===== src/hw/rtl/bsh64_pkg.sv =====
package bsh64_pkg;

  // Constant added after the final avalanche
  localparam logic [63:0] HASH_OFFSET = 64'h0000_0000_1000_0000;

  // Byte count held in a partial group, 0..3
  localparam int GPOS_W = 2;

  // One finished string handed from the byte gatherer to the finish pipeline
  typedef struct packed {
    logic [63:0]       hash;
    logic [23:0]       pend;
    logic [GPOS_W-1:0] count;
  } tail_req_t;

  // Arithmetic right shift of a 64-bit word
  function automatic logic [63:0] asr64(input logic [63:0] x, input int n);
    return $signed(x) >>> n;
  endfunction

  // One avalanche step: xor in a left shift, then add an arithmetic right shift
  function automatic logic [63:0] aval_step(input logic [63:0] h, input int shl,
                                            input int shr);
    logic [63:0] t;
    t = h ^ (h << shl);
    return t + asr64(t, shr);
  endfunction

endpackage


===== src/hw/rtl/bsh64_fin_pipe.sv =====
module bsh64_fin_pipe (
  input  logic                 clk,
  input  logic                 rst_n,
  input  logic                 req_valid,
  output logic                 req_ready,
  input  bsh64_pkg::tail_req_t req,
  output logic                 out_valid,
  input  logic                 out_ready,
  output logic [63:0]          out_hash
);
  import bsh64_pkg::*;

  localparam int NSTG = 6;

  logic [NSTG-1:0]   v_r;
  logic [63:0]       h_r [NSTG];
  logic [23:0]       s0_pend_r;
  logic [GPOS_W-1:0] s0_cnt_r;
  logic [7:0]        s1_b2_r;
  logic [GPOS_W-1:0] s1_cnt_r;
  logic              out_valid_r;
  logic [63:0]       out_hash_r;
  logic [NSTG:0]     rdy;
  logic [63:0]       addend;
  logic [63:0]       mix_h;
  logic [63:0]       tail3;

  // Stage may load when empty or when its successor moves on
  always_comb begin
    rdy[NSTG] = !out_valid_r || out_ready;
    for (int k = NSTG - 1; k >= 0; k--) begin
      rdy[k] = !v_r[k] || rdy[k+1];
    end
  end

  assign req_ready = rdy[0];

  // Select the tail bytes that fold into the hash
  always_comb begin
    unique case (s0_cnt_r)
      2'd0:    addend = '0;
      2'd1:    addend = {56'b0, s0_pend_r[7:0]};
      default: addend = {48'b0, s0_pend_r[15:0]};
    endcase
  end

  // Three leftover bytes: fold in the shifted hash and the third byte
  assign tail3 = h_r[1] ^ (h_r[1] << 16) ^ ({56'b0, s1_b2_r} << 18);

  // Finish the tail rule for the leftover byte count
  always_comb begin
    unique case (s1_cnt_r)
      2'd3:    mix_h = tail3 + asr64(tail3, 11);
      2'd2:    mix_h = aval_step(h_r[1], 11, 17);
      2'd1:    mix_h = aval_step(h_r[1], 10, 1);
      default: mix_h = h_r[1];
    endcase
  end

  // Advance valid bits
  always_ff @(posedge clk) begin
    if (!rst_n) begin
      v_r         <= '0;
      out_valid_r <= 1'b0;
    end else begin
      if (rdy[0]) v_r[0] <= req_valid;
      for (int k = 1; k < NSTG; k++) begin
        if (rdy[k]) v_r[k] <= v_r[k-1];
      end
      if (rdy[NSTG]) out_valid_r <= v_r[NSTG-1];
    end
  end

  // Advance payload
  always_ff @(posedge clk) begin
    if (rdy[0] && req_valid) begin
      h_r[0]    <= req.hash;
      s0_pend_r <= req.pend;
      s0_cnt_r  <= req.count;
    end
    if (rdy[1] && v_r[0]) begin
      h_r[1]   <= h_r[0] + addend;
      s1_b2_r  <= s0_pend_r[23:16];
      s1_cnt_r <= s0_cnt_r;
    end
    if (rdy[2] && v_r[1]) h_r[2] <= mix_h;
    if (rdy[3] && v_r[2]) h_r[3] <= aval_step(h_r[2], 3, 5);
    if (rdy[4] && v_r[3]) h_r[4] <= aval_step(h_r[3], 4, 17);
    if (rdy[5] && v_r[4]) h_r[5] <= aval_step(h_r[4], 25, 6);
    if (rdy[NSTG] && v_r[NSTG-1]) out_hash_r <= h_r[NSTG-1] + HASH_OFFSET;
  end

  assign out_valid = out_valid_r;
  assign out_hash  = out_hash_r;

  // A stalled last stage keeps its word
  a_last_hold: assert property (@(posedge clk) disable iff (!rst_n)
    v_r[NSTG-1] && !rdy[NSTG] |=> v_r[NSTG-1] && $stable(h_r[NSTG-1]))
    else $error("finish pipeline dropped a stalled word");

endmodule


===== src/hw/rtl/byte_string_hash_64_top.sv =====
// Byte string hash, 64-bit: one byte per transfer, the first transfer of a string carries
// its length as seed. The block takes one byte every cycle, back to back, unless the finish
// pipeline stalls in_ready; the round-to-round dependence closes through a single 64-bit
// add per cycle, since the sum of the hash and the two low group bytes is prepared when the
// second byte arrives. The hash transfer appears on out_valid after the last byte passes
// the capture register, the tail and avalanche stages (one 64-bit add each) and the output
// register; the output register lets input continue while a result waits.
// An empty string (first with length zero) yields its hash the same way.
module byte_string_hash_64_top (
  input  logic               clk,
  input  logic               rst_n,
  input  logic               in_valid,
  output logic               in_ready,
  input  logic [7:0]         in_data_byte,
  input  logic               in_first,
  input  logic               in_last,
  input  logic [31:0]        in_length,
  output logic               out_valid,
  input  logic               out_ready,
  output logic signed [63:0] out_hash_value
);
  import bsh64_pkg::*;

  logic              acc;
  logic [63:0]       run_hash_r, run_hash_nxt;
  logic [23:0]       pend_r, pend_nxt;
  logic [GPOS_W-1:0] gpos_r, gpos_nxt;
  logic              in_str_r, in_str_nxt;
  logic [63:0]       pre_sum_r, pre_sum_nxt;
  logic [63:0]       h_e;
  logic [23:0]       p_e;
  logic [GPOS_W-1:0] g_e;
  logic              live;
  logic [63:0]       rnd_t, rnd_h2, rnd_h3;
  logic [23:0]       p_g;
  logic [63:0]       h_n;
  logic [23:0]       p_n;
  logic [GPOS_W-1:0] g_n;
  logic              req_valid, req_ready;
  tail_req_t         req;
  logic [63:0]       out_hash;

  assign acc      = in_valid && in_ready;
  assign in_ready = req_ready;

  // Effective state: a first transfer restarts from the length seed
  assign h_e  = in_first ? {32'b0, in_length} : run_hash_r;
  assign p_e  = in_first ? 24'b0 : pend_r;
  assign g_e  = in_first ? '0 : gpos_r;
  assign live = in_first ? (in_length != 32'b0) : in_str_r;

  // Full-group round on the fourth byte
  assign rnd_t  = {37'b0, in_data_byte, p_e[23:16], 11'b0} ^ pre_sum_r;
  assign rnd_h2 = {pre_sum_r[47:0], 16'b0} ^ rnd_t;
  assign rnd_h3 = rnd_h2 + asr64(rnd_h2, 11);

  // Gather a byte into the partial group
  assign p_g = p_e | (24'(in_data_byte) << {g_e, 3'b000});

  always_comb begin
    if (g_e == 2'd3) begin
      h_n = rnd_h3;
      p_n = '0;
      g_n = '0;
    end else begin
      h_n = h_e;
      p_n = p_g;
      g_n = g_e + 2'd1;
    end
  end

  // Update string state and hand finished strings on
  always_comb begin
    run_hash_nxt = run_hash_r;
    pend_nxt     = pend_r;
    gpos_nxt     = gpos_r;
    in_str_nxt   = in_str_r;
    pre_sum_nxt  = pre_sum_r;
    req_valid    = 1'b0;
    req          = '{hash: h_n, pend: p_n, count: g_n};
    if (acc) begin
      priority if (in_first && in_length == 32'b0) begin
        req_valid    = 1'b1;
        req          = '{hash: '0, pend: '0, count: '0};
        run_hash_nxt = '0;
        pend_nxt     = '0;
        gpos_nxt     = '0;
        in_str_nxt   = 1'b0;
      end else if (live) begin
        if (g_e == 2'd1) pre_sum_nxt = h_e + {48'b0, in_data_byte, p_e[7:0]};
        if (in_last) begin
          req_valid    = 1'b1;
          run_hash_nxt = '0;
          pend_nxt     = '0;
          gpos_nxt     = '0;
          in_str_nxt   = 1'b0;
        end else begin
          run_hash_nxt = h_n;
          pend_nxt     = p_n;
          gpos_nxt     = g_n;
          in_str_nxt   = 1'b1;
        end
      end else begin
        // drop a stray byte outside any string
        in_str_nxt = 1'b0;
      end
    end
  end

  always_ff @(posedge clk) begin
    if (!rst_n) begin
      run_hash_r <= '0;
      pend_r     <= '0;
      gpos_r     <= '0;
      in_str_r   <= 1'b0;
    end else begin
      run_hash_r <= run_hash_nxt;
      pend_r     <= pend_nxt;
      gpos_r     <= gpos_nxt;
      in_str_r   <= in_str_nxt;
    end
  end

  always_ff @(posedge clk) begin
    pre_sum_r <= pre_sum_nxt;
  end

  bsh64_fin_pipe u_fin (
    .clk       (clk),
    .rst_n     (rst_n),
    .req_valid (req_valid),
    .req_ready (req_ready),
    .req       (req),
    .out_valid (out_valid),
    .out_ready (out_ready),
    .out_hash  (out_hash)
  );

  assign out_hash_value = $signed(out_hash);

  // Partial bytes only exist inside an open string
  a_gpos_open: assert property (@(posedge clk) disable iff (!rst_n)
    gpos_r != 2'd0 |-> in_str_r)
    else $error("partial group held with no open string");

  // A last byte always closes the string
  a_last_close: assert property (@(posedge clk) disable iff (!rst_n)
    acc && in_last |=> !in_str_r && gpos_r == 2'd0)
    else $error("string left open after last byte");

  // Results are only launched by a transfer, and an empty string always launches one
  a_req_src: assert property (@(posedge clk) disable iff (!rst_n)
    req_valid |-> acc)
    else $error("hash request without input transfer");

  a_empty_req: assert property (@(posedge clk) disable iff (!rst_n)
    acc && in_first && in_length == 32'b0 |-> req_valid)
    else $error("empty string gave no hash request");

endmodule


===== config.mk =====
export PLATFORM = sky130hd
export DESIGN_NAME = byte_string_hash_64_top
export DESIGN_NICKNAME = d
export VERILOG_FILES = /design/src/hw/rtl/bsh64_pkg.sv /design/src/hw/rtl/bsh64_fin_pipe.sv /design/src/hw/rtl/byte_string_hash_64_top.sv
export SDC_FILE = /design/constraint.sdc
export NUM_CORES = 2
export LEC_CHECK = 0
export ABC_AREA = 1
export BUFFER_PORTS_ARGS = -buffer_cell sky130_fd_sc_hd__clkbuf_2
export CAP_MARGIN = 0
export CELL_PAD_IN_SITES_DETAIL_PLACEMENT = 0
export CELL_PAD_IN_SITES_GLOBAL_PLACEMENT = 2
export CORE_MARGIN = 2
export CORE_UTILIZATION = 34
export CTS_CLUSTER_SIZE = 14
export DETAILED_ROUTE_END_ITERATION = 8
export PLACE_DENSITY = 0.85
export REMOVE_ABC_BUFFERS = 1
export SLEW_MARGIN = 15
export SYNTH_ARGS = -nofsm -noshare
export SYNTH_HDL_FRONTEND = slang
export SYNTH_SLANG_ARGS = --single-unit

===== constraint.sdc =====
create_clock -name clk -period 5.8 [get_ports clk]
set_clock_uncertainty 0.2 [all_clocks]
set_input_delay 1.16 -clock clk [delete_from_list [all_inputs] [get_ports clk]]
set_output_delay 1.16 -clock clk [all_outputs]
set_load 0.02 [all_outputs]

==> flow_summary.ini <==
[finish]
final_cell_mix = nand2_1 (2,271), inv_1 (1,271), nor2_1 (1,136)
instances_no_fill = 12100
final_layout_size_suffix_gt1_frac = 0.0445
multi_input_area_um2 = 40500
finish.net_count = 10100
mostFrequentLayoutCell = nand2_1
fill_cells = 20400
area_growth_pct = 9.45
regArea_um2 = 18400

[global_routing]
grt_overflow = 0
grt_antenna_before_repair = 12
grt-busiest-layer = met2
grt_use_met1 = 0.414
grt_use_met2 = 0.471
grt_pass1_wl_um = 430000
use_met3 = 0.0641
grt_max_degree = 65
gr-usage-all-layers = 0.305
grt_pass1_vias = 62800

[yosys]
async_flop_share = 0
synth_compound_area_frac = 0.135
synthXorXnorAreaFrac = 0.100
synth_edf_count = 548
synth_top_family_by_area = simple AND/OR/NAND/NOR gates
synth_cell_types = 64
ys_seq_elements = 646
synth_top_area_share = 0.256
syn_area_um2 = 64300
yosys.area.top_type = edfxtp_1
yosys_warnings = 0
synthTopCellsByArea = edfxtp_1 (26%), nand2_1 (13%), ha_1 (9.2%)
synth_fa_ha_area_frac = 0.0950
yosysSeqAreaShare = 0.286
synthMuxAreaShare = 0
yosys.area_share.simple = 0.297
avgSynthCellArea_um2 = 6.81
synth_ff_type = edfxtp_1
syn_inst = 9443

[sta]
final_hold_viol_count = 0
tightest_slew_ns = 1.10
fin_crit_sh = 0.885
setup_ws_ns = 0.669
slew_headroom = 0.261
period_needed_ns = 5.13
setup_tns_ns = 0
setup_viol = 0
maxSlewViolCount = 0
fmax_mhz = 195
rsz0062_at_grt = false

[clock_network]
cts.htree.levels = 3
insertion_delay_ns = 0.70
cts.clk_slew.worst_paths_ns = 0.06
cts_root_buffer = clkbuf_16
postCtsHoldBufs = 0
cts_tree = done
clock_path_buffers = 3
postCtsSetupRepairBufs = 0
ctsResizeCount = 0
clock-sinks = 646
cts-buffers-inserted = 74

[job]
cap_violations = 0

[critical_path]
cpPeakStageDelay_ns = 0.86
crit_family = simple AND/OR/NAND/NOR gates
slowest_stage = xor2_1
cp.arrival_ns = 5.20
start_kind = flip-flop
crit_type = flip-flop to flip-flop
cp-startpoint = u_fin.h_r[1][9]$_DFFE_PP_
cp_num_buf_inv = 0
cpMostUsedCell = nand3_1
reg2reg_from = u_fin.h_r[1][9]$_DFFE_PP_
endpoint_kind = flip-flop
crit_chain = xor2_1, ha_1, a21oi_1, o21ai_0, nand2_1, nand3_1, nand3_1, nand3_1, o21ai_0, nand4_1
required_ns = 5.87
crit_fanout = 5

[die]
placementRows = 159
dieWidth_um = 439
start_util = 0.342
coreArea_um2 = 188000
dieArea_um2 = 193000
boundaryPins = 112
fp.dieH_um = 439

[power_and_ir_drop]
leakagePower_nw = 30.0
vdd_drop_max_uv = 207
power-per-cell-area_nw_per_um2 = 177

[place]
dp_cells = 12000
port_buffers = 111
gp_congestion = 1.04
dp_slack_ns = 0.815
post-dp-hpwl_um = 258000

[hold_path]
holdCritStartpoint = u_fin.h_r[5][8]$_DFFE_PP_
hp-class = flip-flop to flip-flop

[outcome]
status = complete, no violations

[route]
drt_iter0_markers = 7170
drcViolationCount = 0
wl_um = 303000
firstDrtPassIters = 9
wire_per_inst_um = 25.0
drtAntennaViolNets = 0
vias = 66200
viasPerCell = 5.47
==> cells in the mapped netlist (3+ instances only) <==
cell and count:
nand2_1 2272, inv_1 1274, nor2_1 1141, a21oi_1 842, nand3_1 600, xor2_1 594, edfxtp_1 548, o21ai_0 493
ha_1 474, nand4_1 164, xnor2_1 144, nor3_1 117, dfxtp_1 98, clkbuf_1 97, nor4_1 72, a21o_1 70
a31oi_1 44, o21bai_1 43, nand3b_1 39, or2_2 38, nor2_2 27, a21boi_0 23, inv_2 21, o21a_1 20
and3_1 14, buf_2 14, buf_4 14, nand2_2 13, o211ai_1 13, a221oi_1 10, o2111ai_1 10, o21ai_1 10
fa_1 9, nor3_2 7, a211oi_1 6, nand3_2 6, and2_1 5, buf_1 5, o21ai_2 5, o31ai_1 5
buf_6 4, nand2_4 4, buf_8 3, nor2_4 3
==> power by group <==
part           total (mW)  internal (mW)  switching [mW]
clock network        4.99           2.92            2.07
logic                2.31          0.645            1.67
registers            5.18           5.09          0.0885
total                12.5           8.65            3.83
==> metrics by stage <==
step	hold WS (ns)	util	power, mW	cell area, um2
floorplan	0.200	-	6.63	63700
global placement	0.201	0.361	7.52	67900
detailed placement	0.206	0.361	7.51	67900
CTS	0.223	0.375	12.5	70400
global route	0.229	0.375	12.9	70400
finish	0.220	0.375	12.5	70400
==> flip-flops by register name (all words and copies together) (netlist names) <==
signal,cells
u_fin.h_r,384
pre_sum_r,64
run_hash_r,64
u_fin.out_hash,64
pend_r,24
u_fin.s0_pend_r,24
u_fin.s1_b2_r,8
u_fin.v_r,6
gpos_r,2
u_fin.s0_cnt_r,2
u_fin.s1_cnt_r,2
in_str_r,1
u_fin.out_valid,1
==> worst paths after layout <==
| check | end | slack, ns | cells past startpoint |
|---|---|---|---|
| worst max register to register | u_fin.h_r[2][28]$_DFFE_PP_ | 0.67 | 10 |
| worst min register to register | u_fin.out_hash[8]$_DFFE_PP_ | 0.22 | 0 |
| worst min-delay path | u_fin.out_hash[8]$_DFFE_PP_ | 0.22 | 0 |
| worst max-delay path | u_fin.h_r[2][28]$_DFFE_PP_ | 0.67 | 10 |
==> kinds of logic (layout without fill, tap and decap cells) <==
kind of cell / Yosys count / after routing
AND/OR/NAND/NOR: 4532 / 4532
AO/OA/AOI/OAI: 1609 / 1609
buffers and inverters: 1435 / 1597
XOR/XNOR: 738 / 738
flip-flops: 646 / 646
adder cells (fa/ha/maj): 483 / 483
other: 0 / 3
==> per-layer routing <==
layer | up-vias | wire [um] | part of all wire
met4 | 10 | 14000 | 0.046
met1 | 31300 | 132000 | 0.43
met5 | - | 77 | 0.00025
met2 | 2805 | 131000 | 0.43
li1 | 31500 | - | -
met3 | 536 | 26800 | 0.088
==> cell type report <==
cell class / instances / area share
clock buffer: 91 / 0.0284
multi-input combinational: 7362 / 0.575
clock inverter: 42 / 0.00744
antenna: 3 / 0.000107
inverter: 1298 / 0.0693
sequential: 646 / 0.262
tap: 2495 / 0.0443
timing repair buffer: 166 / 0.0141
Note: power is estimated with default switching activity, not from simulation.
